$ cat config.mk
export PLATFORM = sky130hd
export DESIGN_NAME = shf_ctrl
export DESIGN_NICKNAME = d
export VERILOG_FILES = /design/src/rtl/core/shf_pkg.sv /design/src/rtl/core/shf_ctrl.sv
export SDC_FILE = /design/constraint.sdc
export NUM_CORES = 1
export LEC_CHECK = 0
export BUFFER_PORTS_ARGS = -buffer_cell sky130_fd_sc_hd__buf_2
export CAP_MARGIN = 20
export CELL_PAD_IN_SITES_DETAIL_PLACEMENT = 0
export CELL_PAD_IN_SITES_GLOBAL_PLACEMENT = 1
export CORE_ASPECT_RATIO = 0.5
export CORE_MARGIN = 2
export CORE_UTILIZATION = 40
export DETAILED_ROUTE_END_ITERATION = 10
export PLACE_DENSITY = 0.79
export SLEW_MARGIN = 30
export SYNTH_ARGS = -nofsm -noshare
export SYNTH_HDL_FRONTEND = slang
export SYNTH_SLANG_ARGS = --single-unit
$ cat constraint.sdc
create_clock -name clk -period 10.3 [get_ports clk]
set_clock_uncertainty 0.15 [all_clocks]
set_input_delay 2.06 -clock clk [delete_from_list [all_inputs] [get_ports clk]]
set_output_delay 2.06 -clock clk [all_outputs]
set_load 0.005 [all_outputs]
$ cat src/rtl/core/shf_pkg.sv
// ----------------------------------------------------------------------------
// shf_pkg: shared types and constants of the 3x3 sharpen filter
// Register codes, stream codes, configuration widths and reset values, and
// the per-word control record that travels from the sequencer to the stencil.
// ----------------------------------------------------------------------------
`default_nettype none

package shf_pkg;

  // Configuration register widths as seen on the register port.
  localparam int unsigned CFG_WIDTH_W  = 11;
  localparam int unsigned CFG_HEIGHT_W = 16;
  localparam int unsigned CFG_CHAN_W   = 3;
  localparam int unsigned CFG_ADDR_W   = 4;
  localparam int unsigned CFG_DATA_W   = 32;

  // Reset values of the configuration registers.
  localparam logic [CFG_WIDTH_W-1:0]  WIDTH_RESET  = 11'd640;
  localparam logic [CFG_HEIGHT_W-1:0] HEIGHT_RESET = 16'd480;
  localparam logic [CFG_CHAN_W-1:0]   CHAN_RESET   = 3'd3;

  // Smallest legal frame geometry.
  localparam logic [CFG_WIDTH_W-1:0]  WIDTH_MIN  = 11'd3;
  localparam logic [CFG_HEIGHT_W-1:0] HEIGHT_MIN = 16'd3;

  // Register indexes (byte address divided by four).
  typedef enum logic [1:0] {
    REG_IMAGE_WIDTH   = 2'd0,
    REG_IMAGE_HEIGHT  = 2'd1,
    REG_CHANNEL_COUNT = 2'd2
  } cfg_reg_e;

  // Input word kinds carried on tuser.
  localparam logic MODE_SAMPLE = 1'b0;
  localparam logic MODE_DRAIN  = 1'b1;

  // Pixel byte width and the signed width of the stencil sum.
  localparam int unsigned PIX_W = 8;
  localparam int unsigned SUM_W = 12;
  localparam logic [PIX_W-1:0] PIX_MAX = 8'd255;

  // Control record of one accepted word, registered next to the line reads.
  typedef struct packed {
    logic             emit;      // word produces an output word
    logic             interior;  // output is the filtered value, else zero
    logic             hist;      // word advances the newer-row window
    logic             frame_end; // last output word of the frame
    logic             sel;       // bank index that holds the older row
    logic [PIX_W-1:0] sample;    // incoming byte, the lower neighbor
  } item_info_t;

endpackage

`default_nettype wire

$ cat src/rtl/core/shf_ctrl.sv
// ----------------------------------------------------------------------------
// shf_ctrl: raster sequencer of the sharpen filter
// Tracks the byte and row position, the drain phase and which bank holds the
// older row. For each accepted word it produces the line buffer addresses,
// the write strobe and the control record for the stencil stage.
// ----------------------------------------------------------------------------
`default_nettype none

module shf_ctrl #(
  parameter int unsigned MAX_WIDTH    = 1024,
  parameter int unsigned MAX_CHANNELS = 4,
  parameter int unsigned AW           = 12,
  parameter int unsigned HIW          = 2
) (
  input  wire logic                              clk,
  input  wire logic                              rst_n,
  input  wire logic                              accept,
  input  wire logic                              mode,
  input  wire logic [shf_pkg::PIX_W-1:0]         sample,
  input  wire logic [shf_pkg::CFG_WIDTH_W-1:0]   cfg_width,
  input  wire logic [shf_pkg::CFG_HEIGHT_W-1:0]  cfg_height,
  input  wire logic [shf_pkg::CFG_CHAN_W-1:0]    cfg_chan,
  output shf_pkg::item_info_t                    info,
  output logic                                   wr_en,
  output logic      [AW-1:0]                     addr_center,
  output logic      [AW-1:0]                     addr_right,
  output logic      [AW-1:0]                     addr_left,
  output logic                                   sel,
  output logic      [HIW-1:0]                    cidx
);

  localparam int unsigned BUF = MAX_WIDTH * MAX_CHANNELS;
  localparam int unsigned EW  = $clog2(MAX_WIDTH + 1);
  localparam int unsigned CW  = $clog2(MAX_CHANNELS + 1);
  localparam int unsigned LW  = $clog2(BUF + 1);
  localparam int unsigned SW  = LW + 1;
  localparam int unsigned RW  = shf_pkg::CFG_HEIGHT_W;

  logic [AW-1:0] byte_r, byte_nxt;
  logic [RW-1:0] row_r, row_nxt;
  logic          drain_r, drain_nxt;
  logic          sel_r, sel_nxt;

  logic [EW-1:0] eff_w;
  logic [CW-1:0] eff_c;
  logic [RW-1:0] eff_h;
  logic [LW-1:0] row_len;
  logic [SW-1:0] b_ext;
  logic          byte_last;
  logic          row_last;
  logic          is_sample;

  // Clamp the geometry registers to the supported range.
  always_comb begin
    if (cfg_width < shf_pkg::WIDTH_MIN) begin
      eff_w = EW'(shf_pkg::WIDTH_MIN);
    end else if (32'(cfg_width) > MAX_WIDTH) begin
      eff_w = EW'(MAX_WIDTH);
    end else begin
      eff_w = EW'(cfg_width);
    end
    if (cfg_chan == '0) begin
      eff_c = CW'(1);
    end else if (32'(cfg_chan) > MAX_CHANNELS) begin
      eff_c = CW'(MAX_CHANNELS);
    end else begin
      eff_c = CW'(cfg_chan);
    end
    eff_h = (cfg_height < shf_pkg::HEIGHT_MIN) ? shf_pkg::HEIGHT_MIN : cfg_height;
  end

  // Row length in bytes and position tests.
  assign row_len   = LW'(eff_w) * LW'(eff_c);
  assign b_ext     = SW'(byte_r);
  assign byte_last = (b_ext + SW'(1)) >= SW'(row_len);
  assign row_last  = ({1'b0, row_r} + (RW+1)'(1)) >= {1'b0, eff_h};
  assign is_sample = !drain_r && (mode == shf_pkg::MODE_SAMPLE);

  // Control record of the word being accepted.
  always_comb begin
    info           = '0;
    info.sel       = sel_r;
    info.sample    = sample;
    if (drain_r) begin
      info.emit      = (mode == shf_pkg::MODE_DRAIN);
      info.frame_end = byte_last;
    end else if (mode == shf_pkg::MODE_SAMPLE) begin
      info.emit     = (row_r != '0);
      info.hist     = 1'b1;
      info.interior = (row_r >= RW'(2)) && (b_ext >= SW'(eff_c))
                   && ((b_ext + SW'(eff_c)) < SW'(row_len));
    end
  end

  // Line buffer addressing: older row at the byte, newer row one pixel
  // right and one pixel left of it.
  assign addr_center = byte_r;
  assign addr_right  = byte_r + AW'(eff_c);
  assign addr_left   = byte_r - AW'(eff_c);
  assign wr_en       = accept && is_sample;
  assign sel         = sel_r;
  assign cidx        = HIW'(eff_c - CW'(1));

  // Position update on each accepted sample word, or drain word in the drain phase.
  always_comb begin
    byte_nxt  = byte_r;
    row_nxt   = row_r;
    drain_nxt = drain_r;
    sel_nxt   = sel_r;
    if (accept) begin
      if (drain_r) begin
        if (mode == shf_pkg::MODE_DRAIN) begin
          if (byte_last) begin
            drain_nxt = 1'b0;
            row_nxt   = '0;
            byte_nxt  = '0;
          end else begin
            byte_nxt = byte_r + AW'(1);
          end
        end
      end else if (mode == shf_pkg::MODE_SAMPLE) begin
        if (byte_last) begin
          sel_nxt  = !sel_r;
          byte_nxt = '0;
          if (row_last) begin
            drain_nxt = 1'b1;
          end else begin
            row_nxt = row_r + RW'(1);
          end
        end else begin
          byte_nxt = byte_r + AW'(1);
        end
      end
    end
  end

  always_ff @(posedge clk) begin
    if (!rst_n) begin
      byte_r  <= '0;
      row_r   <= '0;
      drain_r <= 1'b0;
      sel_r   <= 1'b0;
    end else begin
      byte_r  <= byte_nxt;
      row_r   <= row_nxt;
      drain_r <= drain_nxt;
      sel_r   <= sel_nxt;
    end
  end

endmodule

`default_nettype wire

==> out/qor.yml <==
status: "completed"
grt_max_degree: 20
avgSynthCellArea_sq_um: 7.67
cts_tree: "built"
cp-start-kind: "input port"
ir_drop_mv: 0.0496
synth-simple-area-share: 0.251
cts_resized: 0
drive_gt1_frac: 0.158
cts_root_buf: "clkbuf_16"
io_buffers: 78
post_cts_buffers: 0
track_usage: 0.200
slowest_delay_ns: 0.55
fin_nets: 756
die_area_sq_um: 12300
drcViolationCount: 0
grtUsageMet2: 0.320
antenna_found_initial: 0
routed_wirelength_mm: 12.1
syn_inst: 593
cts_buffers: 5
yosys-top-cells-area: "ha_1, dfxtp_1, fa_1, xnor2_1, nand2_1"
num_rows: 27
place.gp.congestion: 0.844
maxSlewViolCount: 0
vias: 4336
critical_path.startpoint: "cfg_width[9]"
synthMuxAreaShare: 0.00467
p_per_area_nw_per_um2: 76.3
min_path_type: "reg2reg"
crit_type: "in2out"
final_antenna_net_count: 0
placed_cell_area_sq_um: 4880
critPathSlowestCell: "fa_1"
worstPathMaxFanout: 7
dp_hpwl_mm: 9.54
worstSkewPairLatency_ns: 0.28
grt.overflow.total: 0
timing.final.crit_share: 0.900
drt-initial-drc-count: 277
rsz0062_at_grt: "no"
clkTransAtPathRegs_ns: 0.05
worst_slew_pin_slew_ns: 0.977
syn-num-nets: 706
firstDrtPassIters: 4
synth_top_family_by_area: "simple AND/OR/NAND/NOR gates"
fmax_ghz: 0.108
r2r_cells: 12
ys_seq_area_frac: 0.132
setup_ws_ns: 1.03
synth.top_cell.area_share: 0.162
arrival_ns: 7.06
fin_crit_ns: 9.27
cts_max_path_buffers: 2
maxCapViolCount: 0
synth_common_cells: "ha_1, nand2_1, inv_1, nor2_1"
start_util: 0.412
nFillCells: 1107
rr_startpoint: "row_r[2]"
wl_per_cell_um: 15.3
clock-sinks: 30
grt.busiest_layer: "met2"
worst_r2r_endpoint: "row_r[11]"
synth-edff-count: 0
area_growth_pct: 10.5
fin_cells: 789
diodes: 0
yosys_warnings: 0
leakagePower_nw: 2.44
crit_chain: "buf_2, nor4_1, nand2_1, o31a_1, nor2_1, nand2_1, fa_1, inv_1, ha_1, nor2b_1, o21bai_1, nand3_1, a31o_2, a21oi_1, xnor2_1, ha_1, nand2b_1, or4_1, nand4_1, o2111a_1, nor4_1, buf_2"
coreArea_sq_um: 11000
final_area_sq_um: 5030
use_met3: 0.0385
timing.setup.tns_ns: 0
required_ns: 8.09
finalHoldViolCount: 0
synthAdderAreaFrac: 0.217
post_synth_xor_area_fraction: 0.0962
die_y_um: 79.4
ys_seq_elements: 30
dieWidth_um: 155
use_met1: 0.280
dpl_worst_slack_ns: 1.09
setup_violations: 0
io_pins: 95
grt_pass1_vias: 4018
ys_types: 71
synth_compound_area_frac: 0.200
ys.flop_type: "dfxtp_1"
grt_pass1_wl_mm: 19.8
hold_buffers: 0
dpl.cell_count: 781
end_kind: "output pin"
yosysTopAreaCell: "ha_1"
cts.htree.levels: 2
cp-endpoint: "info[9]"
async_flop_share: 0
syn_area_sq_um: 4550
viasPerCell: 5.50
r2r_slack_ns: 6.20
slew_headroom: 0.346
[area by class of cell]
type,instances,area (sq um),share of cell area
flip-flops and latches,30,601,0.119
well taps,145,181,0.0361
clock buffers,6,139,0.0276
clock inverters,2,12.5,0.00249
repair buffers,79,398,0.0791
inverters,53,199,0.0396
multi-input cells,474,3500,0.696
[worst min-delay path by stage]
stage               startpoint   endpoint  slack (ns)  cells after the start
global route         row_r[10]  row_r[10]        0.42                      2
floorplan            row_r[14]  row_r[14]        0.33                      2
detailed placement   row_r[14]  row_r[14]        0.36                      2
CTS                  row_r[10]  row_r[10]        0.37                      2
finish               row_r[10]  row_r[10]        0.38                      2
global placement     row_r[14]  row_r[14]        0.35                      2
[where the power goes]
part | internal, mW | switching, mW | total, mW
sequential | 0.117 | 0.00179 | 0.119
clock | 0.0957 | 0.0583 | 0.154
combinational | 0.0455 | 0.0657 | 0.111
[state kept, by name, summed over array words and instances, names as in the netlist]
register	count
drain_r	1
row_r	16
sel	1
addr_center	12
[critical path: cells and delay by family]
kind | cells | cell delay (ns)
fa+ha+maj | 3 | 1.12
simple gates | 10 | 2.20
xor+xnor | 1 | 0.12
buf+inv | 3 | 0.31
compound gates | 5 | 1.24
[metal layers]
metal	up-vias	routed length, um	share of wire
li1	2214	-	-
met1	1976	6010	0.50
met2	135	5210	0.43
met3	11	730	0.060
met4	0	124	0.010
met5	-	0	0
[cells in the final DEF, fill, tap and decap left out, drive strengths merged, types with 22 or more instances in the layout]
master / count
nand3: 22
xor2: 23
a21oi: 32
nand2: 61
buf: 79
nor2: 34
inv: 52
o21ai: 24
dfxtp: 30
xnor2: 27
ha: 59
[metrics by stage]
step / power [mW] / hold WS, ns / util
finish: 0.384 / 0.380 / 0.455
global route: 0.406 / 0.419 / 0.455
CTS: 0.385 / 0.371 / 0.455
detailed placement: 0.232 / 0.363 / 0.442
global placement: 0.232 / 0.347 / 0.441
floorplan: 0.199 / 0.333 / -
[logic make-up (layout without fill, tap and decap cells)]
| logic type | after synthesis | in the layout |
|---|---|---|
| and+or+nand+nor | 220 | 220 |
| xor gates and xnor gates | 50 | 50 |
| muxes | 2 | 2 |
| adders and majority gates | 72 | 72 |
| DFF | 30 | 30 |
| buffers and inverters | 89 | 140 |
| AOI/OAI and AO/OA | 130 | 130 |
Note: power is estimated with default switching activity, not from simulation.
