<file path="config.mk">
export PLATFORM = sky130hd
export DESIGN_NAME = shf_stencil
export DESIGN_NICKNAME = d
export VERILOG_FILES = /design/src/rtl/core/shf_pkg.sv /design/src/rtl/core/shf_stencil.sv
export SDC_FILE = /design/constraint.sdc
export NUM_CORES = 1
export LEC_CHECK = 0
export BUFFER_PORTS_ARGS = -buffer_cell sky130_fd_sc_hd__clkbuf_2
export CAP_MARGIN = 5
export CELL_PAD_IN_SITES_DETAIL_PLACEMENT = 0
export CELL_PAD_IN_SITES_GLOBAL_PLACEMENT = 1
export CORE_ASPECT_RATIO = 0.5
export CORE_MARGIN = 3
export CORE_UTILIZATION = 35
export CTS_CLUSTER_DIAMETER = 150
export DETAILED_ROUTE_END_ITERATION = 6
export PLACE_DENSITY = 0.65
export RECOVER_POWER = 50
export SETUP_SLACK_MARGIN = 0.5
export SLEW_MARGIN = 20
export SYNTH_ARGS = -nofsm -noshare
export SYNTH_HDL_FRONTEND = slang
export SYNTH_SLANG_ARGS = --single-unit
</file>
<file path="constraint.sdc">
create_clock -name clk -period 7.4 [get_ports clk]
set_input_delay 0.74 -clock clk [delete_from_list [all_inputs] [get_ports clk]]
set_output_delay 0.74 -clock clk [all_outputs]
set_load 0.1 [all_outputs]
</file>
<file path="src/rtl/core/shf_pkg.sv">
// ----------------------------------------------------------------------------
// shf_pkg: shared types and constants of the 3x3 sharpen filter
// Register codes, stream codes, configuration widths and reset values, and
// the per-word control record that travels from the sequencer to the stencil.
// ----------------------------------------------------------------------------
`default_nettype none

package shf_pkg;

  // Configuration register widths as seen on the register port.
  localparam int unsigned CFG_WIDTH_W  = 11;
  localparam int unsigned CFG_HEIGHT_W = 16;
  localparam int unsigned CFG_CHAN_W   = 3;
  localparam int unsigned CFG_ADDR_W   = 4;
  localparam int unsigned CFG_DATA_W   = 32;

  // Reset values of the configuration registers.
  localparam logic [CFG_WIDTH_W-1:0]  WIDTH_RESET  = 11'd640;
  localparam logic [CFG_HEIGHT_W-1:0] HEIGHT_RESET = 16'd480;
  localparam logic [CFG_CHAN_W-1:0]   CHAN_RESET   = 3'd3;

  // Smallest legal frame geometry.
  localparam logic [CFG_WIDTH_W-1:0]  WIDTH_MIN  = 11'd3;
  localparam logic [CFG_HEIGHT_W-1:0] HEIGHT_MIN = 16'd3;

  // Register indexes (byte address divided by four).
  typedef enum logic [1:0] {
    REG_IMAGE_WIDTH   = 2'd0,
    REG_IMAGE_HEIGHT  = 2'd1,
    REG_CHANNEL_COUNT = 2'd2
  } cfg_reg_e;

  // Input word kinds carried on tuser.
  localparam logic MODE_SAMPLE = 1'b0;
  localparam logic MODE_DRAIN  = 1'b1;

  // Pixel byte width and the signed width of the stencil sum.
  localparam int unsigned PIX_W = 8;
  localparam int unsigned SUM_W = 12;
  localparam logic [PIX_W-1:0] PIX_MAX = 8'd255;

  // Control record of one accepted word, registered next to the line reads.
  typedef struct packed {
    logic             emit;      // word produces an output word
    logic             interior;  // output is the filtered value, else zero
    logic             hist;      // word advances the newer-row window
    logic             frame_end; // last output word of the frame
    logic             sel;       // bank index that holds the older row
    logic [PIX_W-1:0] sample;    // incoming byte, the lower neighbor
  } item_info_t;

endpackage

`default_nettype wire

</file>
<file path="src/rtl/core/shf_stencil.sv">
// ----------------------------------------------------------------------------
// shf_stencil: stencil stage and output register of the sharpen filter
// Holds the control record next to the registered line reads, keeps a short
// window of the newer row for the centre tap, forms 5*centre minus the four
// neighbors, saturates it and loads the output register.
// ----------------------------------------------------------------------------
`default_nettype none

module shf_stencil #(
  parameter int unsigned MAX_CHANNELS = 4,
  parameter int unsigned HIW          = 2
) (
  input  wire logic                        clk,
  input  wire logic                        rst_n,
  input  wire logic                        accept,
  input  wire shf_pkg::item_info_t         info_in,
  input  wire logic [HIW-1:0]              cidx,
  input  wire logic [shf_pkg::PIX_W-1:0]   bank0_q0,
  input  wire logic [shf_pkg::PIX_W-1:0]   bank0_q1,
  input  wire logic [shf_pkg::PIX_W-1:0]   bank1_q0,
  input  wire logic [shf_pkg::PIX_W-1:0]   bank1_q1,
  output logic                             in_ready,
  output logic                             out_valid,
  input  wire logic                        out_ready,
  output logic      [shf_pkg::PIX_W-1:0]   out_value,
  output logic                             out_last
);

  localparam int unsigned PW = shf_pkg::PIX_W;
  localparam int unsigned SW = shf_pkg::SUM_W;

  shf_pkg::item_info_t s1_info_r;
  logic                s1_valid_r, s1_valid_nxt;
  logic                s1_go;

  logic [PW-1:0] hist_r [MAX_CHANNELS];

  logic [PW-1:0]        older_q, right_q, left_q, center_q;
  logic signed [SW-1:0] sum;
  logic [PW-1:0]        value;

  logic          out_valid_r, out_valid_nxt;
  logic [PW-1:0] out_value_r;
  logic          out_last_r;

  // Stage handshake: a word leaves when it emits nothing or the output
  // register is free or being drained this cycle.
  assign s1_go        = s1_valid_r && (!s1_info_r.emit || !out_valid_r || out_ready);
  assign in_ready     = !s1_valid_r || s1_go;
  assign s1_valid_nxt = accept ? 1'b1 : (s1_go ? 1'b0 : s1_valid_r);

  always_ff @(posedge clk) begin
    if (!rst_n) begin
      s1_valid_r <= 1'b0;
    end else begin
      s1_valid_r <= s1_valid_nxt;
    end
  end

  always_ff @(posedge clk) begin
    if (accept) begin
      s1_info_r <= info_in;
    end
  end

  // Route the bank reads by the bank that held the older row.
  always_comb begin
    if (s1_info_r.sel) begin
      older_q = bank1_q0;
      right_q = bank0_q0;
      left_q  = bank0_q1;
    end else begin
      older_q = bank0_q0;
      right_q = bank1_q0;
      left_q  = bank1_q1;
    end
  end

  // The centre byte was read as the right neighbor one pixel earlier.
  always_ff @(posedge clk) begin
    if (s1_go && s1_info_r.hist) begin
      hist_r[0] <= right_q;
      for (int k = 1; k < MAX_CHANNELS; k++) begin
        hist_r[k] <= hist_r[k-1];
      end
    end
  end

  assign center_q = hist_r[cidx];

  // Five times the centre minus the four neighbors, saturated to a byte.
  always_comb begin
    sum = $signed(SW'({center_q, 2'b00}) + SW'(center_q))
        - $signed(SW'(left_q)) - $signed(SW'(right_q))
        - $signed(SW'(older_q)) - $signed(SW'(s1_info_r.sample));
    if (!s1_info_r.interior || sum[SW-1]) begin
      value = '0;
    end else if (sum > $signed(SW'(shf_pkg::PIX_MAX))) begin
      value = shf_pkg::PIX_MAX;
    end else begin
      value = sum[PW-1:0];
    end
  end

  // Output register.
  always_comb begin
    out_valid_nxt = out_valid_r;
    if (s1_go && s1_info_r.emit) begin
      out_valid_nxt = 1'b1;
    end else if (out_ready) begin
      out_valid_nxt = 1'b0;
    end
  end

  always_ff @(posedge clk) begin
    if (!rst_n) begin
      out_valid_r <= 1'b0;
    end else begin
      out_valid_r <= out_valid_nxt;
    end
  end

  always_ff @(posedge clk) begin
    if (s1_go && s1_info_r.emit) begin
      out_value_r <= value;
      out_last_r  <= s1_info_r.frame_end;
    end
  end

  assign out_valid = out_valid_r;
  assign out_value = out_value_r;
  assign out_last  = out_last_r;

endmodule

`default_nettype wire

</file>
==> results of run 1 <==
layout by cell type (no fill, tap or decap), types with 3 or more instances in the layout:
cell type | synthesis | routed
sky130_fd_sc_hd__inv_1 | 66 | 66
sky130_fd_sc_hd__clkbuf_2 | 0 | 59
sky130_fd_sc_hd__edfxtp_1 | 54 | 54
sky130_fd_sc_hd__fa_1 | 30 | 30
sky130_fd_sc_hd__a21oi_1 | 15 | 15
sky130_fd_sc_hd__mux2_2 | 14 | 14
sky130_fd_sc_hd__ha_1 | 14 | 14
sky130_fd_sc_hd__mux2i_1 | 11 | 11
sky130_fd_sc_hd__mux4_2 | 8 | 8
sky130_fd_sc_hd__nand2_1 | 6 | 6
sky130_fd_sc_hd__xor2_1 | 6 | 6
sky130_fd_sc_hd__nor2_1 | 5 | 5
sky130_fd_sc_hd__clkbuf_16 | 0 | 5
sky130_fd_sc_hd__nand2b_1 | 4 | 4
sky130_fd_sc_hd__o21ai_0 | 4 | 4
sky130_fd_sc_hd__a21o_1 | 3 | 3
sky130_fd_sc_hd__clkbuf_1 | 2 | 3
flip-flops by register name (all words and copies together), names as in the netlist:
register and flops:
hist_r 32, out_last 1, out_valid 1, out_value 8, s1_valid_r 1, s1_info_r 13
how the worst min path moves through the flow:
stage / start / endpoint / slack [ns] / depth (start not counted)
floorplan: s1_info_r[9]$_DFFE_PP_ / out_last$_DFFE_PP_ / 0.40 / 0
global placement: s1_info_r[9]$_DFFE_PP_ / out_last$_DFFE_PP_ / 0.41 / 0
detailed placement: s1_info_r[9]$_DFFE_PP_ / out_last$_DFFE_PP_ / 0.41 / 0
CTS: s1_info_r[9]$_DFFE_PP_ / out_last$_DFFE_PP_ / 0.43 / 0
global route: s1_info_r[9]$_DFFE_PP_ / out_last$_DFFE_PP_ / 0.44 / 0
finish: s1_info_r[9]$_DFFE_PP_ / out_last$_DFFE_PP_ / 0.43 / 0
per-layer routing:
layer	global-route usage (%)	wire length [um]	vias up
li1	-	-	1053
met1	19.2	3430	1070
met2	18.3	3050	66
met3	2.92	466	7
met4	3.01	65	0
met5	0	0	-
Yosys cell counts, types with 2 or more instances:
| library cell | n |
|---|---|
| sky130_fd_sc_hd__inv_1 | 66 |
| sky130_fd_sc_hd__edfxtp_1 | 54 |
| sky130_fd_sc_hd__fa_1 | 30 |
| sky130_fd_sc_hd__a21oi_1 | 15 |
| sky130_fd_sc_hd__ha_1 | 14 |
| sky130_fd_sc_hd__mux2_2 | 14 |
| sky130_fd_sc_hd__mux2i_1 | 11 |
| sky130_fd_sc_hd__mux4_2 | 8 |
| sky130_fd_sc_hd__nand2_1 | 6 |
| sky130_fd_sc_hd__xor2_1 | 6 |
| sky130_fd_sc_hd__nor2_1 | 5 |
| sky130_fd_sc_hd__nand2b_1 | 4 |
| sky130_fd_sc_hd__o21ai_0 | 4 |
| sky130_fd_sc_hd__a21o_1 | 3 |
| sky130_fd_sc_hd__a21oi_2 | 2 |
| sky130_fd_sc_hd__buf_1 | 2 |
| sky130_fd_sc_hd__clkbuf_1 | 2 |
| sky130_fd_sc_hd__dfxtp_1 | 2 |
| sky130_fd_sc_hd__nand3_1 | 2 |
| sky130_fd_sc_hd__nor2b_1 | 2 |
| sky130_fd_sc_hd__o21bai_1 | 2 |
| sky130_fd_sc_hd__o31ai_1 | 2 |
| sky130_fd_sc_hd__xnor2_1 | 2 |
cell type report:
cell class / count / area [um^2] / area share, %
Clock buffer: 7 / 143 / 3.35
Inverter: 66 / 248 / 5.83
Timing Repair Buffer: 63 / 345 / 8.12
Multi-Input combinational cell: 145 / 1680 / 39.5
Clock inverter: 1 / 7.51 / 0.177
Sequential cell: 56 / 1660 / 39.1
Tap cell: 135 / 169 / 3.97
cells by family (layout without fill, tap and decap cells):
logic type | Yosys count | count (layout) | share of synthesized area, %
xor gates and xnor gates | 8 | 8 | 1.94
buffers and inverters | 71 | 137 | 7.42
adders and majority gates | 44 | 44 | 21.5
and+or+nand+nor | 24 | 24 | 3.50
DFF | 56 | 56 | 46.0
AOI/OAI and AO/OA | 36 | 36 | 7.18
muxes | 33 | 33 | 12.4
power groups by stage:
stage / logic (mW) / clock network, mW / registers [mW]
2_1_floorplan: 0.628 / 0 / 0.419
4_1_cts: 0.847 / 0.250 / 0.385
3_5_place_dp: 0.841 / 0 / 0.392
3_3_place_gp: 0.834 / 0 / 0.392
6_report: 0.849 / 0.243 / 0.382
5_1_grt: 0.965 / 0.262 / 0.384
worst register-to-register path: cells and delay by family (launching register included):
family          cells  cell delay (ns)
buf+inv             4             0.39
simple gates        1             0.38
fa+ha+maj           4             1.95
mux                 1             0.38
flops               1             0.70
compound gates      5             1.08
==> results.txt, run 1 <==
----------------------------------------------------
[Critical path]
  R2r worst-path depth ... 15
  CP Data Arrival Time ... 5.20 ns
  Delay-heaviest family, CP ... adder cells
  Startpoint of the worst setup timing path ... s1_info_r[8]$_DFFE_PP_
  Max stage delay cell, worst path ... sky130_fd_sc_hd__edfxtp_1
  R2r setup slk ... 2.21 ns
  Category of the critical setup timing path ... reg -> reg
  Critical path's largest stage delay ... 0.70 ns
  Capturing instance or port of the critical path ... out_value[4]$_SDFFCE_PP0P_
  Worst path bufs/invs ... 4
  Stages on worst setup path ... 15
  CP Launch Type ... register
  Startpoint of the worst register-to-register path ... s1_info_r[8]$_DFFE_PP_
  Required time worst endpoint ... 7.41 ns
  Critical Path End Type ... register
  Crit Reg-Reg Endpoint ... out_value[4]$_SDFFCE_PP0P_
  Critical Path Fanout Max ... 14
  List of cells traversed by the critical path ... buf_8, mux2_2, fa_1, inv_1, fa_1, inv_1, fa_1, inv_1, ha_1, o211ai_2, a21oi_2, o211a_1, or3_4, a221oi_4, a21oi_1

[Timing]
  Aggregate negative setup slack ... 0 ns
  Setup repair after global routing missed its margin ... no
  Slew of the pin with the lowest slew margin ... 1.10 ns
  Max Slew Vio Count ... 0
  Max-slew headroom ... 26.6%
  Peak Freq ... 193 MHz
  Number of hold-slack violations in the final timing report ... 0
  Final setup violation count ... 0
  Clock period minus final worst setup slack ... 5.19 ns
  Final cycle utilization of the critical path ... 70.1%
  Worst clock skew ... 0.00658 ns
  Final Hold Slack ... 0.432 ns
  Slack of the critical path ... 2.21 ns

[Floorplanning]
  Placement row count ... 25
  Chip Height ... 77.8 um
  Die footprint ... 0.0116 mm^2
  Die span in x ... 150 um
  Number of placed I/O pins ... 62
  Core area ... 0.00973 mm^2
  Starting utilization of the core area ... 37.1%

[Detailed routing]
  Number of optimization iterations in the first detailed-route pass ... 4
  Iteration-0 DRC Markers ... 142
  Vias per Instance ... 4.64
  Antenna-violating nets left ... 0
  Average detailed-routed wire length per instance ... 14.8 um
  Residual DRC ... 0
  Drt total wl ... 7010 um
  Number of vias in the routed layout ... 2196

[Final layout]
  Diodes inserted ... 0
  Fraction of the core area covered by cells at the end of the flow ... 43.7%
  Post-layout nets ... 432
  Growth of design area from synthesis to finish ... 17.9%
  Number of standard cells in the final layout excluding fillers ... 473
  Filler Cells Inserted ... 915
  Fraction of layout instances using a drive strength above 1 ... 29.0%
  Cell area after layout ... 0.00425 mm^2

[Synthesis]
  Post-synth EDFFs ... 54
  Flops & latches, synth ... 56
  Net count after synthesis ... 367
  Synth top area cells ... sky130_fd_sc_hd__edfxtp_1, sky130_fd_sc_hd__fa_1, sky130_fd_sc_hd__inv_1
  Unique cell type count in the Yosys netlist ... 37
  Synth area leader ... sky130_fd_sc_hd__edfxtp_1
  Post-synthesis instance area ... 0.00361 mm^2
  Cell count after synthesis ... 272
  Sequential-to-total area share from yosys stat ... 46.0%
  Syn avg cell area ... 13.3 um^2
  Area fraction of the dominant cell type after synthesis ... 44.9%
  Flip-flop cell with the highest count after synthesis ... sky130_fd_sc_hd__edfxtp_1
  Async SR Flop Fraction ... 0%
  Syn. warnings ... 0

[Pwr]
  Final Power ... 1.47 mW
  Net Sw Power ... 634 uW
  Total power per unit cell area ... 346 mW/mm^2
  Power Internal ... 839 uW
  Leakage power total ... 1.89 nW
  Combinational group share of total power ... 57.6%
  Clock share of power ... 16.5%
  Peak supply drop ... 0.000184 V
  Net switching share of the total power ... 43.0%
  Register share of total power ... 25.9%

[Clock network]
  Clock slew at the register clock pins of the worst setup and hold paths ... 0.07 ns
  Buffer cell driving the clock tree root ... sky130_fd_sc_hd__clkbuf_16
  Resized cells post-CTS ... 0
  TritonCTS clock tree ... yes
  CTS buffer count ... 5
  CTS sink count ... 56
  Skew-Pair Late Insertion Delay ... 0.30 ns
  Total setup buffers inserted after CTS ... 0
  Level count of the clock H-tree ... 2
  Count of hold-fix buffers inserted at cts ... 0
  Worst-case clock buffer depth ... 2

[Status]
  Status ... completed

[GRT]
  Pin count of the biggest net entering global routing ... 33
  Number of global-route vias before repair ... 2351
  Initial antenna violation count ... 0
  Remaining global-route overflow ... 0
  First-pass GRT wire length ... 11400 um
  Overall track demand over capacity in global routing ... 12.7%

[Placement]
  DP Wirelength ... 5540 um
  Placement-stage worst setup slack ... 1.98 ns
  Placed instance area ... 0.00407 mm^2
  Routability congestion estimate from global placement ... 0.746
  IO buf count ... 61
  Cell count after placement ... 463

[Flow run]
  Count of max-cap constraint violations ... 0

[Hold path]
  Hold Path Class ... reg -> reg

----------------------------------------------------
Power figures use the tool's default switching activity.
==> inputs of run 2 (changes only) <==
PLACE_DENSITY = 0.67   (was 0.65)
clock period = 4.15 ns   (was 7.4 ns; I/O delays follow)
==> run 2 against run 1 <==
Net effect:
- the run now ends with setup timing left
- via count up 7.6%
- die area unchanged
- critical path type unchanged
- sequential share of layout area shrank 5.0 points
- hold slack worse by 0.15 ns
- flip-flop and latch count is the same
- global-route usage increased by 1.2 points
- wire length is 8.8% higher
- sequential power increased by 77%
==> results.txt, run 2 (same netlist as run 1, synthesis figures left out) <==
----------------------------------------------------
[Timing]
  Final cycle utilization of the critical path ... 107% (+37 points)
  Peak Freq ... 225 MHz (+17%)
  Worst clock skew ... 0.00320 ns (-0.00338 ns)
  Number of hold-slack violations in the final timing report ... 0 (unchanged)
  Max Slew Vio Count ... 0 (unchanged)
  Slack of the critical path ... -0.299 ns (-2.51 ns)
  Max-slew headroom ... 24.2% (-2.4 points)
  Final Hold Slack ... 0.283 ns (-0.148 ns)
  Setup repair after global routing missed its margin ... yes
  Clock period minus final worst setup slack ... 4.45 ns (-0.739 ns)
  Slew of the pin with the lowest slew margin ... 1.14 ns (+0.0358 ns)
  Final setup violation count ... 8 (+8)

[Clock network]
  CTS buffer count ... 5 (unchanged)
  Skew-Pair Late Insertion Delay ... 0.30 ns (about the same)
  Level count of the clock H-tree ... 2 (unchanged)
  CTS sink count ... 56 (unchanged)
  Buffer cell driving the clock tree root ... sky130_fd_sc_hd__clkbuf_16
  Count of hold-fix buffers inserted at cts ... 0 (unchanged)
  Worst-case clock buffer depth ... 2 (unchanged)
  TritonCTS clock tree ... yes
  Clock slew at the register clock pins of the worst setup and hold paths ... 0.07 ns (about the same)

[Placement]
  Cell count after placement ... 507 (+9.5%)
  IO buf count ... 61 (unchanged)
  Placement-stage worst setup slack ... -0.655 ns (-2.63 ns)
  Routability congestion estimate from global placement ... 0.824 (+11%)
  DP Wirelength ... 5870 um (+6.0%)

[Detailed routing]
  Antenna-violating nets left ... 0 (unchanged)
  Number of optimization iterations in the first detailed-route pass ... 4 (unchanged)
  Average detailed-routed wire length per instance ... 14.5 um (-2.0%)
  Residual DRC ... 0 (unchanged)
  Vias per Instance ... 4.50 (-3.1%)
  Number of vias in the routed layout ... 2363 (+7.6%)
  Iteration-0 DRC Markers ... 90 (-37%)
  Drt total wl ... 7630 um (+8.8%)

[Floorplanning]
  Placement row count ... 25 (unchanged)
  Number of placed I/O pins ... 62 (unchanged)
  Starting utilization of the core area ... 37.1% (unchanged)
  Chip Height ... 77.8 um (unchanged)
  Die footprint ... 0.0116 mm^2 (unchanged)
  Core area ... 0.00973 mm^2 (unchanged)
  Die span in x ... 150 um (unchanged)

[Pwr]
  Net Sw Power ... 1.36 mW (+110%)
  Total power per unit cell area ... 690 mW/mm^2 (+99%)
  Final Power ... 3.36 mW (+130%)
  Clock share of power ... 13.0% (-3.5 points)
  Leakage power total ... 2.18 nW (+15%)
  Net switching share of the total power ... 40.5% (-2.6 points)
  Register share of total power ... 20.2% (-5.7 points)
  Combinational group share of total power ... 66.8% (+9.2 points)
  Power Internal ... 2.00 mW (+140%)
  Peak supply drop ... 0.000298 V (+62%)

[Final layout]
  Post-layout nets ... 484 (+12%)
  Max FFs per register ... 32 (unchanged)
  Commonest cells after routing, fill and taps aside ... sky130_fd_sc_hd__inv_1, sky130_fd_sc_hd__clkbuf_2, sky130_fd_sc_hd__edfxtp_1, sky130_fd_sc_hd__buf_4, sky130_fd_sc_hd__fa_1
  Diodes inserted ... 0 (unchanged)
  Growth of design area from synthesis to finish ... 35.0%
  Fraction of the core area covered by cells at the end of the flow ... 50.1% (+6.4 points)
  Fraction of layout instances using a drive strength above 1 ... 46.4% (+17 points)
  Largest register by flop count ... hist_r
  Number of standard cells in the final layout excluding fillers ... 525 (+11%)
  Filler Cells Inserted ... 861 (-5.9%)

[Status]
  Status ... complete, but fails checks
  Failing checks ... setup timing

[Flow run]
  Count of max-cap constraint violations ... 0 (unchanged)

[Critical path]
  Critical path's largest stage delay ... 0.55 ns (-0.15 ns)
  List of cells traversed by the critical path ... buf_6, buf_6, mux2_4, fa_1, inv_2, fa_1, inv_1, fa_1, inv_2, ha_4, a21o_1, o211a_1, or3_4, a221oi_4, buf_6, a21oi_2
  Delay-heaviest family, CP ... adder cells
  CP Launch Type ... register
  Required time worst endpoint ... 4.20 ns (-3.21 ns)
  Worst path bufs/invs ... 6 (+2)
  Max stage delay cell, worst path ... sky130_fd_sc_hd__fa_1
  Critical Path End Type ... register
  Critical Path Fanout Max ... 8 (-6)
  Category of the critical setup timing path ... reg -> reg
  CP Data Arrival Time ... 4.50 ns (-0.70 ns)

[GRT]
  Overall track demand over capacity in global routing ... 13.8% (+1.2 points)
  Initial antenna violation count ... 0 (unchanged)
  Number of global-route vias before repair ... 2447 (+4.1%)
  Remaining global-route overflow ... 0 (unchanged)
  First-pass GRT wire length ... 12400 um (+8.8%)
  Pin count of the biggest net entering global routing ... 33 (unchanged)

[Hold path]
  Hold Path Class ... in -> reg

----------------------------------------------------
==> run 2: cell types whose count changed in the layout (fill, tap and decap cells not counted), moves of 8 or more <==
cell / delta
sky130_fd_sc_hd__buf_4: +35
sky130_fd_sc_hd__clkbuf_4: +9
sky130_fd_sc_hd__buf_6: +8
sky130_fd_sc_hd__a21oi_1: -8
==> run 2: cell type report <==
cell class / instances / area (um^2) / share of cell area, %
clock buffer: 5 / 125 / 2.57
clock inverter: 3 / 21.3 / 0.437
inverter: 66 / 248 / 5.09
multi-input combinational: 145 / 1870 / 38.5
sequential: 56 / 1660 / 34.1
tap: 135 / 169 / 3.47
timing repair buffer: 115 / 772 / 15.8
==> run 2: worst paths after layout <==
check                                             from                         end  slack (ns)  cells past startpoint
worst max-delay path            s1_info_r[8]$_DFFE_PP_  out_value[4]$_SDFFCE_PP0P_       -0.30                     16
worst max register to register  s1_info_r[8]$_DFFE_PP_  out_value[4]$_SDFFCE_PP0P_       -0.30                     16
worst min register to register  s1_info_r[9]$_DFFE_PP_          out_last$_DFFE_PP_        0.42                      0
worst min-delay path                        info_in[2]      s1_info_r[2]$_DFFE_PP_        0.28                      1
==> run 2: power by group through the flow <==
stage	Clock [mW]	Sequential, mW	Combinational [mW]
2_1_floorplan	0	0.747	1.29
3_3_place_gp	0	0.691	1.96
3_5_place_dp	0	0.692	1.97
4_1_cts	0.456	0.679	2.11
5_1_grt	0.485	0.682	2.49
6_report	0.439	0.678	2.25
==> run 2: per-layer routing <==
layer	part of all wire (%)	track usage, %	vias to the layer above	routed length (um)
li1	-	-	1162	-
met1	53	21.1	1158	4060
met2	42	19.8	36	3200
met3	4.0	3.33	7	304
met4	0.96	3.29	0	73
met5	0	0	-	0
==> run 2: per-stage QoR <==
| step | area, um^2 | setup TNS [ns] |
|---|---|---|
| 2_1_floorplan | 3740 | -1.64 |
| 3_5_place_dp | 4510 | -5.07 |
| 5_1_grt | 4870 | -3.52 |
| 6_report | 4870 | -2.28 |
| 4_1_cts | 4790 | -2.32 |
| 3_3_place_gp | 4510 | -4.32 |
==> run 2: repair_timing <==
item | in CTS | in global routing
gates resized for setup | 26 | 10
setup endpoints to repair | 8 | 8
cloned | 1 | 0
pin swaps | 18 | 5
buffers inserted | 5 | 3
==> inputs of run 3 (changes only) <==
CORE_UTILIZATION = 28   (was 35)
PLACE_DENSITY = unset   (was 0.67)
PLACE_DENSITY_LB_ADDON = 0.3   (was unset)
clock period = 5.8 ns   (was 4.15 ns; I/O delays follow)
==> run 3 against run 2 <==
Net effect:
- the run now ends clean
- worst setup slack better by 1.1 ns
- die area is 23% higher
- clock power is 26% lower
- total power down 44%
- clock skew grew 0.0046 ns
- sequential share of layout area grew 4.8 points
- hold slack better by 0.14 ns
- critical path type unchanged
- largest cell class unchanged
- highest routed layer unchanged
==> results.txt, run 3 (same netlist as run 1, synthesis figures left out) <==
----------------------------------------------------
[Status]
  Status ... completed

[Floorplanning]
  Number of placed I/O pins ... 62 (unchanged)
  Starting utilization of the core area ... 29.6% (-7.5 points)
  Core area ... 0.0122 mm^2 (+25%)
  Die span in x ... 167 um (+11%)
  Die footprint ... 0.0144 mm^2 (+23%)
  Chip Height ... 86.3 um (+11%)
  Placement row count ... 28 (+12%)

[Timing]
  Max Slew Vio Count ... 0 (unchanged)
  Peak Freq ... 200 MHz (-11%)
  Setup repair after global routing missed its margin ... no
  Clock period minus final worst setup slack ... 5.01 ns (+0.560 ns)
  Final Hold Slack ... 0.424 ns (+0.141 ns)
  Number of hold-slack violations in the final timing report ... 0 (unchanged)
  Aggregate negative setup slack ... 0 ns (+2.28 ns)
  Worst clock skew ... 0.00778 ns (+0.00458 ns)
  Max-slew headroom ... 30.2% (+6.0 points)
  Final cycle utilization of the critical path ... 86.4% (-21 points)
  Slew of the pin with the lowest slew margin ... 1.05 ns (-0.0901 ns)
  Final setup violation count ... 0 (-8)
  Slack of the critical path ... 0.790 ns (+1.09 ns)

[Critical path]
  Critical Path End Type ... register
  Critical Path Fanout Max ... 19 (+11)
  Startpoint of the worst setup timing path ... s1_info_r[8]$_DFFE_PP_
  Required time worst endpoint ... 5.83 ns (+1.63 ns)
  Category of the critical setup timing path ... reg -> reg
  R2r worst-path depth ... 14 (-2)
  CP Launch Type ... register
  Startpoint of the worst register-to-register path ... s1_info_r[8]$_DFFE_PP_
  R2r setup slk ... 0.79 ns (+1.09 ns)
  CP Data Arrival Time ... 5.04 ns (+0.54 ns)
  Crit Reg-Reg Endpoint ... out_value[3]$_SDFFCE_PP0P_
  Capturing instance or port of the critical path ... out_value[3]$_SDFFCE_PP0P_

[Clock network]
  Count of hold-fix buffers inserted at cts ... 0 (unchanged)
  Buffer cell driving the clock tree root ... sky130_fd_sc_hd__clkbuf_16
  CTS sink count ... 56 (unchanged)
  Worst-case clock buffer depth ... 2 (unchanged)
  TritonCTS clock tree ... yes
  Resized cells post-CTS ... 0 (-100%)
  CTS buffer count ... 5 (unchanged)
  Total setup buffers inserted after CTS ... 0 (-5)
  Skew-Pair Late Insertion Delay ... 0.31 ns (about the same)
  Level count of the clock H-tree ... 2 (unchanged)
  Clock slew at the register clock pins of the worst setup and hold paths ... 0.08 ns (about the same)

[Detailed routing]
  Residual DRC ... 0 (unchanged)
  Antenna-violating nets left ... 0 (unchanged)
  Number of vias in the routed layout ... 2117 (-10%)
  Iteration-0 DRC Markers ... 98 (+8.9%)
  Drt total wl ... 7170 um (-6.1%)
  Vias per Instance ... 4.22 (-6.3%)
  Number of optimization iterations in the first detailed-route pass ... 4 (unchanged)
  Average detailed-routed wire length per instance ... 14.3 um (-1.8%)

[GRT]
  Overall track demand over capacity in global routing ... 10.4% (-3.5 points)
  Remaining global-route overflow ... 0 (unchanged)
  First-pass GRT wire length ... 11800 um (-4.8%)
  Pin count of the biggest net entering global routing ... 33 (unchanged)
  Number of global-route vias before repair ... 2372 (-3.1%)
  Initial antenna violation count ... 0 (unchanged)

[Final layout]
  Most common cell after layout, fill and taps aside ... sky130_fd_sc_hd__inv_1
  Fraction of layout instances using a drive strength above 1 ... 28.5% (-18 points)
  Growth of design area from synthesis to finish ... 18.3%
  Commonest cells after routing, fill and taps aside ... sky130_fd_sc_hd__inv_1, sky130_fd_sc_hd__clkbuf_2, sky130_fd_sc_hd__edfxtp_1, sky130_fd_sc_hd__fa_1
  Filler Cells Inserted ... 1190 (+38%)
  Diodes inserted ... 0 (unchanged)
  Max FFs per register ... 32 (unchanged)
  Multi-input combinational cell area ... 0.00169 mm^2 (-9.8%)
  Largest register by flop count ... hist_r
  Fraction of the core area covered by cells at the end of the flow ... 35.0% (-15 points)
  Sequential cell area ... 0.00166 mm^2 (unchanged)
  Post-layout nets ... 431 (-11%)

[Pwr]
  Final Power ... 1.88 mW (-44%)
  Net Sw Power ... 812 uW (-40%)
  Peak supply drop ... 0.000183 V (-39%)
  Combinational group share of total power ... 56.8% (-10 points)
  Power Internal ... 1.06 mW (-47%)
  Clock share of power ... 17.2% (+4.2 points)
  Total power per unit cell area ... 439 mW/mm^2 (-36%)
  Register share of total power ... 25.9% (+5.7 points)
  Net switching share of the total power ... 43.3% (+2.8 points)
  Leakage power total ... 1.88 nW (-14%)

[Hold path]
  Hold Path Class ... reg -> reg

[Placement]
  Routability congestion estimate from global placement ... 0.804 (-2.5%)
  IO buf count ... 61 (unchanged)
  DP Wirelength ... 5690 um (-3.0%)
  Placement-stage worst setup slack ... 0.651 ns (+1.31 ns)

[Flow run]
  Count of max-cap constraint violations ... 0 (unchanged)

----------------------------------------------------
## run 3: cell types whose count changed in the layout (fill, tap and decap cells not counted), moves of 7 or more
cell,before,now
sky130_fd_sc_hd__a21oi_2,9,2
sky130_fd_sc_hd__mux2_4,7,0
sky130_fd_sc_hd__buf_4,35,1
sky130_fd_sc_hd__a21oi_1,7,14
sky130_fd_sc_hd__clkbuf_4,9,0
sky130_fd_sc_hd__buf_6,8,0
## run 3: worst min-delay path by stage
stage / startpoint / to / slack [ns] / cells after the start
2_1_floorplan: s1_info_r[9]$_DFFE_PP_ / out_last$_DFFE_PP_ / 0.40 / 0
3_3_place_gp: s1_info_r[9]$_DFFE_PP_ / out_last$_DFFE_PP_ / 0.41 / 0
3_5_place_dp: s1_info_r[9]$_DFFE_PP_ / out_last$_DFFE_PP_ / 0.41 / 0
4_1_cts: s1_info_r[9]$_DFFE_PP_ / out_last$_DFFE_PP_ / 0.42 / 0
5_1_grt: info_in[5] / s1_info_r[5]$_DFFE_PP_ / 0.43 / 1
6_report: s1_info_r[9]$_DFFE_PP_ / out_last$_DFFE_PP_ / 0.42 / 0
## run 3: critical path, stage by stage, from the launching register on
cell and delay, ns:
sky130_fd_sc_hd__edfxtp_1 0.47, sky130_fd_sc_hd__buf_4 0.34, sky130_fd_sc_hd__mux2_2 0.41, sky130_fd_sc_hd__fa_1 0.54
sky130_fd_sc_hd__inv_1 0.06, sky130_fd_sc_hd__fa_1 0.53, sky130_fd_sc_hd__inv_1 0.06, sky130_fd_sc_hd__fa_1 0.56
sky130_fd_sc_hd__inv_1 0.05, sky130_fd_sc_hd__ha_1 0.37, sky130_fd_sc_hd__a21o_1 0.21, sky130_fd_sc_hd__o211a_1 0.22
sky130_fd_sc_hd__or3_4 0.37, sky130_fd_sc_hd__a221oi_4 0.40, sky130_fd_sc_hd__a21oi_1 0.13
## run 3: area by class of cell
class | instances | area share [%]
multi-input combinational | 145 | 39.6
sequential | 56 | 38.9
timing repair buffer | 62 | 7.30
inverter | 66 | 5.80
tap | 165 | 4.84
clock buffer | 5 | 2.93
clock inverter | 3 | 0.586
## run 3: power groups by stage
| stage | clock (mW) | combinational (mW) | sequential [mW] |
|---|---|---|---|
| global route | 0.350 | 1.21 | 0.489 |
| finish | 0.323 | 1.07 | 0.486 |
| detailed placement | 0 | 1.06 | 0.496 |
| global placement | 0 | 1.07 | 0.495 |
| CTS | 0.330 | 1.08 | 0.487 |
| floorplan | 0 | 0.802 | 0.535 |
## run 3: metrics by stage
step / area, um^2 / instances
floorplan: 3610 / 272
global placement: 4120 / 494
detailed placement: 4120 / 494
CTS: 4270 / 502
global route: 4270 / 502
finish: 4270 / 502
## run 3: per-layer routing
| metal | GRT usage [%] | share of wire (%) | vias up | wire [um] |
|---|---|---|---|---|
| li1 | - | - | 1050 | - |
| met1 | 14.1 | 50 | 1040 | 3590 |
| met5 | 0 | 0 | - | 0 |
| met4 | 2.92 | 1.1 | 0 | 79 |
| met2 | 16.9 | 46 | 22 | 3300 |
| met3 | 2.46 | 2.8 | 5 | 203 |
